File: src/hw/rtl/jfs_pkg.sv
// ----------------------------------------------------------------------------
// jfs_pkg
// types, marker codes and marker classification for the frame type scanner
// ----------------------------------------------------------------------------
package jfs_pkg;

  localparam int unsigned ByteW    = 8;
  localparam int unsigned LenW     = 16;
  localparam int unsigned VerdictW = 2;

  // marker byte values
  localparam logic [ByteW-1:0] MarkPrefix = 8'hFF;
  localparam logic [ByteW-1:0] MarkSoi    = 8'hD8;
  localparam logic [ByteW-1:0] MarkTem    = 8'h01;
  localparam logic [ByteW-1:0] MarkRstLo  = 8'hD0;
  localparam logic [ByteW-1:0] MarkEoi    = 8'hD9;
  localparam logic [ByteW-1:0] MarkSos    = 8'hDA;

  typedef enum logic [2:0] {
    PH_PRE0  = 3'd0,
    PH_PRE1  = 3'd1,
    PH_SCAN  = 3'd2,
    PH_MARK  = 3'd3,
    PH_LENHI = 3'd4,
    PH_LENLO = 3'd5,
    PH_SKIP  = 3'd6,
    PH_WAIT  = 3'd7
  } phase_e;

  typedef enum logic [VerdictW-1:0] {
    VERDICT_PROG = 2'd0,
    VERDICT_SEQ  = 2'd1,
    VERDICT_SCAN = 2'd2,
    VERDICT_END  = 2'd3
  } verdict_e;

  // kind of byte that follows an ff prefix
  typedef enum logic [2:0] {
    MK_FILL,
    MK_STANDALONE,
    MK_SOS,
    MK_SOF_PROG,
    MK_SOF_SEQ,
    MK_SEGMENT
  } marker_e;

  function automatic marker_e classify_marker(logic [ByteW-1:0] b);
    marker_e k;
    k = MK_SEGMENT;
    if (b == MarkPrefix) begin
      k = MK_FILL;
    end else if (b == MarkTem || (b >= MarkRstLo && b <= MarkEoi)) begin
      k = MK_STANDALONE;
    end else if (b == MarkSos) begin
      k = MK_SOS;
    end else if (b == 8'hC2 || b == 8'hC6 || b == 8'hCA) begin
      k = MK_SOF_PROG;
    end else if (b == 8'hC0 || b == 8'hC1 || b == 8'hC3 || b == 8'hC5 ||
                 b == 8'hC7 || b == 8'hC9 || b == 8'hCB || b == 8'hCD ||
                 b == 8'hCE || b == 8'hCF) begin
      k = MK_SOF_SEQ;
    end
    return k;
  endfunction

endpackage

File: src/hw/rtl/jfs_byte_if.sv
// ----------------------------------------------------------------------------
// jfs_byte_if
// byte stream channel with last-byte mark
// ----------------------------------------------------------------------------
interface jfs_byte_if;
  logic                      valid;
  logic                      ready;
  logic [jfs_pkg::ByteW-1:0] byte_value;
  logic                      last_byte;

  modport source (output valid, output byte_value, output last_byte, input ready);
  modport sink   (input valid, input byte_value, input last_byte, output ready);
endinterface

File: src/hw/rtl/jfs_verdict_if.sv
// ----------------------------------------------------------------------------
// jfs_verdict_if
// verdict channel, one item per stream
// ----------------------------------------------------------------------------
interface jfs_verdict_if;
  logic                         valid;
  logic                         ready;
  logic [jfs_pkg::VerdictW-1:0] verdict;
  logic                         is_progressive;

  modport source (output valid, output verdict, output is_progressive, input ready);
  modport sink   (input valid, input verdict, input is_progressive, output ready);
endinterface

File: src/hw/rtl/jpeg_frame_type_scanner_core.sv
// ----------------------------------------------------------------------------
// jpeg_frame_type_scanner_core
// scans a jpeg byte stream for its soi prefix and first decisive marker and
// gives one frame type verdict per stream
// ----------------------------------------------------------------------------
//
//   channel    dir   payload                       meaning
//   byte_i     in    byte_value[7:0], last_byte    one stream byte per item
//   verdict_o  out   verdict[1:0], is_progressive  one verdict per stream
//
// a byte is taken every cycle while byte_i.ready is high; scan state updates in
// the accepting cycle, and the verdict is registered the cycle after its byte
// byte_i.ready drops only while a verdict sits in the output register and
// verdict_o.ready is low; a waiting verdict never blocks the next byte otherwise
// reset (rst_ni low) returns the scanner to the first prefix byte and empties
// the output register; the last byte of each stream does the same for state
//
module jpeg_frame_type_scanner_core (
  input  logic clk_i,
  input  logic rst_ni,
  jfs_byte_if.sink      byte_i,
  jfs_verdict_if.source verdict_o
);
  import jfs_pkg::*;

  // scan state
  phase_e              phase_q, phase_d;
  logic [LenW-1:0]     skip_q, skip_d;      // segment bytes still to skip
  logic [ByteW-1:0]    len_hi_q, len_hi_d;  // high length byte
  verdict_e            pend_q, pend_d;      // verdict of a decisive marker
  logic                wait_q, wait_d;      // one more byte before the verdict
  logic                given_q, given_d;    // verdict already given

  // output register
  logic                out_valid_q, out_valid_d;
  verdict_e            out_verdict_q, out_verdict_d;

  logic                fire;
  logic                emit;
  verdict_e            emit_verdict;
  logic [ByteW-1:0]    b;
  logic [LenW-1:0]     seg_len;
  marker_e             mk;

  assign b        = byte_i.byte_value;
  assign mk       = classify_marker(b);
  assign seg_len  = {len_hi_q, b};
  // a new byte is taken whenever the output register is free or draining
  assign byte_i.ready = !out_valid_q || verdict_o.ready;
  assign fire     = byte_i.valid && byte_i.ready;

  // verdict decision for the current byte
  always_comb begin
    emit         = 1'b0;
    emit_verdict = VERDICT_END;
    if (!given_q) begin
      unique case (phase_q)
        PH_PRE0: emit = (b != MarkPrefix);
        PH_PRE1: emit = (b != MarkSoi);
        PH_WAIT: begin
          if (!wait_q) begin
            emit         = 1'b1;
            emit_verdict = pend_q;
          end
        end
        default: emit = 1'b0;
      endcase
      // stream ends with nothing decided
      if (!emit && byte_i.last_byte) begin
        emit         = 1'b1;
        emit_verdict = VERDICT_END;
      end
    end
  end

  // next scan state
  always_comb begin
    phase_d  = phase_q;
    skip_d   = skip_q;
    len_hi_d = len_hi_q;
    pend_d   = pend_q;
    wait_d   = wait_q;
    given_d  = given_q;
    if (fire) begin
      if (!given_q) begin
        unique case (phase_q)
          PH_PRE0: if (b == MarkPrefix) phase_d = PH_PRE1;
          PH_PRE1: if (b == MarkSoi) phase_d = PH_SCAN;
          PH_SCAN: if (b == MarkPrefix) phase_d = PH_MARK;
          PH_MARK: begin
            unique case (mk)
              MK_FILL:       phase_d = PH_MARK;
              MK_STANDALONE: phase_d = PH_SCAN;
              MK_SOS: begin
                pend_d  = VERDICT_SCAN;
                wait_d  = 1'b1;
                phase_d = PH_WAIT;
              end
              MK_SOF_PROG: begin
                pend_d  = VERDICT_PROG;
                wait_d  = 1'b1;
                phase_d = PH_WAIT;
              end
              MK_SOF_SEQ: begin
                pend_d  = VERDICT_SEQ;
                wait_d  = 1'b1;
                phase_d = PH_WAIT;
              end
              default: phase_d = PH_LENHI;
            endcase
          end
          PH_LENHI: begin
            len_hi_d = b;
            phase_d  = PH_LENLO;
          end
          PH_LENLO: begin
            // a length below two replays only zero and one bytes through the
            // scan, which never leave the scan phase
            if (len_hi_q != '0 || b >= 8'd2) begin
              skip_d  = seg_len - LenW'(2);
              phase_d = (seg_len != LenW'(2)) ? PH_SKIP : PH_SCAN;
            end else begin
              phase_d = PH_SCAN;
            end
          end
          PH_SKIP: begin
            if (skip_q <= LenW'(1)) begin
              skip_d  = '0;
              phase_d = PH_SCAN;
            end else begin
              skip_d = skip_q - LenW'(1);
            end
          end
          PH_WAIT: wait_d = 1'b0;
          default: phase_d = phase_q;
        endcase
        if (emit) given_d = 1'b1;
      end
      // each stream starts over from reset values
      if (byte_i.last_byte) begin
        phase_d  = PH_PRE0;
        skip_d   = '0;
        len_hi_d = '0;
        pend_d   = VERDICT_PROG;
        wait_d   = 1'b0;
        given_d  = 1'b0;
      end
    end
  end

  // output register load and drain
  always_comb begin
    out_valid_d   = out_valid_q;
    out_verdict_d = out_verdict_q;
    if (fire && emit) begin
      out_valid_d   = 1'b1;
      out_verdict_d = emit_verdict;
    end else if (verdict_o.ready) begin
      out_valid_d = 1'b0;
    end
  end

  always_ff @(posedge clk_i or negedge rst_ni) begin
    if (!rst_ni) begin
      phase_q     <= PH_PRE0;
      skip_q      <= '0;
      len_hi_q    <= '0;
      pend_q      <= VERDICT_PROG;
      wait_q      <= 1'b0;
      given_q     <= 1'b0;
      out_valid_q <= 1'b0;
    end else begin
      phase_q     <= phase_d;
      skip_q      <= skip_d;
      len_hi_q    <= len_hi_d;
      pend_q      <= pend_d;
      wait_q      <= wait_d;
      given_q     <= given_d;
      out_valid_q <= out_valid_d;
    end
  end

  // payload register, no reset
  always_ff @(posedge clk_i) begin
    out_verdict_q <= out_verdict_d;
  end

  assign verdict_o.valid          = out_valid_q;
  assign verdict_o.verdict        = out_verdict_q;
  assign verdict_o.is_progressive = (out_verdict_q == VERDICT_PROG);

endmodule
File: src/flat_wrapper.sv
// flat-port wrapper written by rule: the top's interface ports become plain ports
module jpeg_frame_type_scanner_core_flat import jfs_pkg::*;
  (clk_i, rst_ni, byte_i_valid, byte_i_byte_value, byte_i_last_byte, byte_i_ready, verdict_o_valid, verdict_o_verdict, verdict_o_is_progressive, verdict_o_ready);
  jfs_byte_if byte_i_i ();
  jfs_verdict_if verdict_o_i ();
  input  logic clk_i;
  input  logic rst_ni;
  input wire logic [$bits(byte_i_i.valid)-1:0] byte_i_valid;
  input wire logic [$bits(byte_i_i.byte_value)-1:0] byte_i_byte_value;
  input wire logic [$bits(byte_i_i.last_byte)-1:0] byte_i_last_byte;
  output wire logic [$bits(byte_i_i.ready)-1:0] byte_i_ready;
  output wire logic [$bits(verdict_o_i.valid)-1:0] verdict_o_valid;
  output wire logic [$bits(verdict_o_i.verdict)-1:0] verdict_o_verdict;
  output wire logic [$bits(verdict_o_i.is_progressive)-1:0] verdict_o_is_progressive;
  input wire logic [$bits(verdict_o_i.ready)-1:0] verdict_o_ready;
  assign byte_i_i.valid = byte_i_valid;
  assign byte_i_i.byte_value = byte_i_byte_value;
  assign byte_i_i.last_byte = byte_i_last_byte;
  assign byte_i_ready = byte_i_i.ready;
  assign verdict_o_valid = verdict_o_i.valid;
  assign verdict_o_verdict = verdict_o_i.verdict;
  assign verdict_o_is_progressive = verdict_o_i.is_progressive;
  assign verdict_o_i.ready = verdict_o_ready;
  jpeg_frame_type_scanner_core u_core (.clk_i(clk_i), .rst_ni(rst_ni), .byte_i(byte_i_i), .verdict_o(verdict_o_i));
endmodule
File: config.mk
export PLATFORM = sky130hd
export DESIGN_NAME = jpeg_frame_type_scanner_core_flat
export DESIGN_NICKNAME = d
export VERILOG_FILES = /design/src/hw/rtl/jfs_pkg.sv /design/src/hw/rtl/jfs_byte_if.sv /design/src/hw/rtl/jfs_verdict_if.sv /design/src/hw/rtl/jpeg_frame_type_scanner_core.sv /design/src/flat_wrapper.sv
export SDC_FILE = /design/constraint.sdc
export NUM_CORES = 1
export LEC_CHECK = 0
export BUFFER_PORTS_ARGS = -buffer_cell sky130_fd_sc_hd__buf_4
export CAP_MARGIN = 0
export CORE_UTILIZATION = 33
export CTS_CLUSTER_SIZE = 16
export DETAILED_ROUTE_END_ITERATION = 7
export GPL_ROUTABILITY_DRIVEN = 0
export SYNTH_ARGS = -nofsm -noshare
export SYNTH_HDL_FRONTEND = slang
export SYNTH_SLANG_ARGS = --single-unit
File: constraint.sdc
create_clock -name clk_i -period 2.5 [get_ports clk_i]
set_clock_uncertainty 0.05 [all_clocks]
set_input_delay 0.25 -clock clk_i [delete_from_list [all_inputs] [get_ports clk_i]]
set_output_delay 0.25 -clock clk_i [all_outputs]
set_load 0.02 [all_outputs]
Yosys cells after proc, flatten, opt, wreduce, memory -nomap -nowiden
Cells that the tools add are included.

Register bits: 34. Latch bits: 0. RAM bits: 0. ROM bits: 0. Word-level logic and storage cells: 132. Memories: 0.

$add $sub $neg: 2. $mul: 0. Divide/modulo/power cells: 0. $lt $le $gt $ge: 4. Equality and inequality tests: 38. Shifts and indexed selects: 0. Multiplexer cells: 41. Bitwise logic cells: 1. Reductions and logical operators: 38.

Operators by type and width (count): 8-bit equality test (second input constant) (16); 16-bit two-way mux (4); 3-bit two-way mux (12); 16-bit one-hot mux with 2 select lines (1); 8-bit two-way mux (3); 3-bit one-hot mux with 7 select lines (1); 16-bit by 1-bit <= comparator with 1-bit output (second input constant) (1); 16-bit by 2-bit != test with 1-bit output (second input constant) (1); 8-bit != test (second input constant) (2); 8-bit nonzero test (2); 16-bit by 1-bit subtractor with 16-bit output (second input constant) (1); 16-bit by 2-bit subtractor with 16-bit output (second input constant) (1); 3-bit equality test (second input constant) (5); 3-bit by 2-bit != test with 1-bit output (second input constant) (5); 1-bit logical OR (14); 1-bit two-way mux (13); 3-bit by 2-bit equality test with 1-bit output (second input constant) (4); 4-bit AND reduction (3); 3-bit one-hot mux with 3 select lines (1); 8-bit by 1-bit equality test with 1-bit output (second input constant) (1); 8-bit by 2-bit greater-or-equal comparator with 1-bit output (second input constant) (1); 8-bit greater-or-equal comparator (second input constant) (1); 8-bit <= comparator (second input constant) (1); 7-bit AND reduction (1); other kinds (18) (29).

Logic depth before layout (Yosys ltp)
Depth in word-level cells: 21. Depth in mapped cells: 9.

Worst setup path after synthesis
Ideal clock, no wire load.

Kind: reg-to-reg. Start point: reg u_core.skip_q[11]. End point: reg u_core.skip_q[9]. Library setup time: 126 ps. Data arrival time: 2133 ps. Path slack: 191 ps. Stages on the path, launching flop included: 6. Path buffers: 0. Period minus slack after synthesis: 2309 ps. Cell sequence: dfrtp_1 or4_4 or4_4 o311ai_2 o32ai_1 a221o_1.

Word-level cells in the longest chain between the ends: 5.

RTL lines: start: declaration (line jpeg_frame_type_scanner_core.sv:28) `logic [LenW-1:0] skip_q, skip_d;`; start signal: assignment (line jpeg_frame_type_scanner_core.sv:174) `skip_q <= skip_d;`; 16-bit by 1-bit <= comparator with 1-bit output (line jpeg_frame_type_scanner_core.sv:127) `if (skip_q <= LenW'(1)) begin`; 16-bit two-way mux (line jpeg_frame_type_scanner_core.sv:127); 16-bit one-hot mux with 2 select lines (line jpeg_frame_type_scanner_core.sv:86) `unique case (phase_q)`; 16-bit two-way mux (line jpeg_frame_type_scanner_core.sv:85) `if (!given_q) begin`; 16-bit two-way mux (line jpeg_frame_type_scanner_core.sv:140) `if (byte_i.last_byte) begin`.

Every way passes these cells. The select of a mux whose other input is x is not followed. A chain may end at the register's enable or synchronous reset.

Worst setup path in the final report
Start point: reg u_core.skip_q[11]. End point: reg u_core.skip_q[0].

Same word-level chain as after synthesis.

==> qor.txt <==
H-tree depth - 2
Detail Route Antenna Nets - 0
largest net degree at the start of global routing - 33
area leader, netlist - dfrtp_1
vias in the first global route - 2302
via-per-instance ratio - 5.88
Layout fillers - 742
clk buf depth - 2
Post-synth EDFFs - 2
fin nets - 333
fmax - 412 MHz
sequential group share of total power - 33.2%
via count - 2441
Switching Fraction - 40.4%
crit end category - register
largest family of logic cells by synthesized area - compound AO/OA/AOI/OAI gates
Detail Placement HPWL - 5230 um
I/O pin count - 18
die area - 0.00814 sq mm
router iterations before antenna repair - 4
Primary FF master, synth - dfrtp_1
Post-Synth XOR/XNOR Area - 3.75%
Initial DRC Count - 124
Row Count - 31
Period Utilization, post-route - 97.2%
Startpoint Class - register
CTS tree - yes
Comb pwr share - 45.7%
Worst slew margin - 54.8%
RSZ-0062 raised after global routing - no
post-synthesis instance total - 293
simple-gate share of the synthesized area - 25.5%
adder-cell area share of the yosys netlist - 1.95%
Cells after DPL - 407
critical path peak fanout - 12
total grt overflow - 0
power per cell area - 823 mW/mm^2
Port Buffers - 17
Worst EP required - 2.62 ns
routed length per placed instance - 17.4 um
Syn Area/Cell - 8.77 sq um
Residual DRC - 0
total routed wirelength - 7210 um
pre-CTS setup slack - 0.0520 ns
Netlist cell types - 66
switching power - 1000 uW
first-pass GRT wire length - 11800 um
Layout Cells excl Fill - 415
final std cell area, no fill - 0.00301 sq mm
P&R area growth vs syn - 17.3%
Pint - 1480 uW
setup bufs post-CTS - 0
max-slew violations - 0
Synth Area in Compound Gates - 26.7%
fin crit period - 2.43 ns
Starting Density - 34.9%
Die Ht - 90.2 um
run status - completed
core area - 0.00737 sq mm
Synth Cell Area - 0.00257 sq mm
share of Yosys cell area claimed by the top area cell type - 31.2%
Ys Warns - 0
Tot GR Track Use - 18.3%
initial antenna violation count - 0
arrival time worst endpoint - 2.55 ns
clk_lat worst skew - 0.30 ns
clock slew at reported path FFs - 0.08 ns
Core Util, Final - 40.9%
# clock sinks - 34
register area share after synthesis - 33.5%
Max-Cap Viols - 0
diode count - 0
Post-synth ARST share - 94.1%
die span in x - 90.2 um
synthesized net count - 310
min-delay worst type - in2reg
Clock power frac - 21.1%
placed cell areas - 0.00288 sq mm
Final Hold Fails - 0
Worst Max-Slew Pin Slew - 0.675 ns
WS Path Type - reg2reg
Max VDD drop - 0.464 mV
post-synthesis mux area share - 2.39%
final setup vio count - 0
Setup TNS - 0 ns
setup slack after layout - 0.0712 ns
Leak - 0.00124 uW
Synth Register Bits - 34
CTS Buf Count - 5
Root Buffer - clkbuf_8
share of layout cells above drive strength 1 - 18.7%
synth top area cells - dfrtp_1, a22o_1, o22ai_1
-- worst paths after layout --
kind / from / end / slack (ns) / cells past startpoint
max: u_core.skip_q[11] / u_core.skip_q[0] / 0.07 / 6
min: byte_i_byte_value[7] / u_core.len_hi_q[7] / 0.17 / 2
max reg2reg: u_core.skip_q[11] / u_core.skip_q[0] / 0.07 / 6
min reg2reg: u_core.skip_q[7] / u_core.skip_q[7] / 0.47 / 1
max in group asynchronous: rst_ni / u_core.skip_q[1] / 1.68 / 2
min in group asynchronous: rst_ni / u_core.skip_q[12] / 0.39 / 2
-- cell usage after synthesis (8+ instances only) --
library cell   n
dfrtp_1       32
nor2_1        22
o22ai_1       18
a22o_1        17
nand2_1       17
inv_1         14
nor3_1        14
clkbuf_1      12
o21ai_0       11
xnor2_1        9
nor4_1         8
-- cell type report --
class	count	area, sq um	area share [%]
clock inverter	1	30.0	0.997
clock buffer	6	82.6	2.74
inverter	15	56.3	1.87
timing repair buffer	36	298	9.88
tap	99	124	4.11
sequential	34	861	28.6
multi-input combinational	224	1560	51.8
-- power groups by stage --
stage,logic (uW),registers [uW],clock network (uW)
after floorplan,802,791,0
after global placement,1090,823,0
after detailed placement,1100,827,0
after CTS,1110,817,537
after global routing,1250,844,562
final,1130,823,524
-- worst max-delay path, stage by stage (launching register included) --
cell and delay (ns):
dfrtp_1 0.39, or4_4 0.57, or4_4 0.50, o211ai_2 0.27, buf_12 0.17, o22ai_1 0.08, mux2_4 0.27
-- logic make-up after synthesis --
logic type,count (synthesis)
and+or+nand+nor,112
AOI/OAI and AO/OA,92
buffers and inverters,35
DFF,34
xor gates and xnor gates,11
muxes,5
adders and majority gates,4
-- layout by cell type, fill, tap and decap left out, types with 4 or more instances in the layout --
cell and count:
buf_4 33, dfrtp_1 32, nor2_1 22, o22ai_1 18, nand2_1 17, a22o_1 17, inv_1 14, nor3_1 14
o21ai_0 11, xnor2_1 9, nor4_1 8, nand3_1 7, a21oi_1 7, a31oi_1 6, or3_1 6, clkbuf_8 6
and4_1 4, nand4_1 4, and3_1 4, or4_1 4, o32ai_1 4, ha_1 4
-- state kept, by name, summed over array words and instances, names as in the netlist --
register / count
u_core.phase_q: 3
u_core.len_hi_q: 8
u_core.given_q: 1
u_core.verdict_o.valid: 1
u_core.verdict_o.verdict: 2
u_core.pend_q: 2
u_core.skip_q: 16
u_core.wait_q: 1
-- layer usage --
| metal | vias to the layer above | track usage [%] | share of wire (%) |
|---|---|---|---|
| met5 | - | 0 | 0 |
| met4 | 0 | 6.72 | 1.7 |
| met3 | 12 | 3.05 | 4.0 |
| met2 | 64 | 27.7 | 45 |
| met1 | 1186 | 26.0 | 49 |
| li1 | 1179 | - | - |
-- per-stage QoR --
| step | power, uW | hold WS [ns] |
|---|---|---|
| after floorplan | 1590 | -0.0956 |
| after global placement | 1910 | 0.173 |
| after detailed placement | 1930 | 0.178 |
| after CTS | 2460 | 0.164 |
| after global routing | 2650 | 0.169 |
| final | 2480 | 0.172 |
-- timing repair --
action                                  in CTS  in global routing
resized for setup                            0                  2
hold buffers                                 1                  0
endpoints found under the setup margin       0                  3
endpoints found under the hold margin       32                  0
Power figures use the tool's default switching activity.
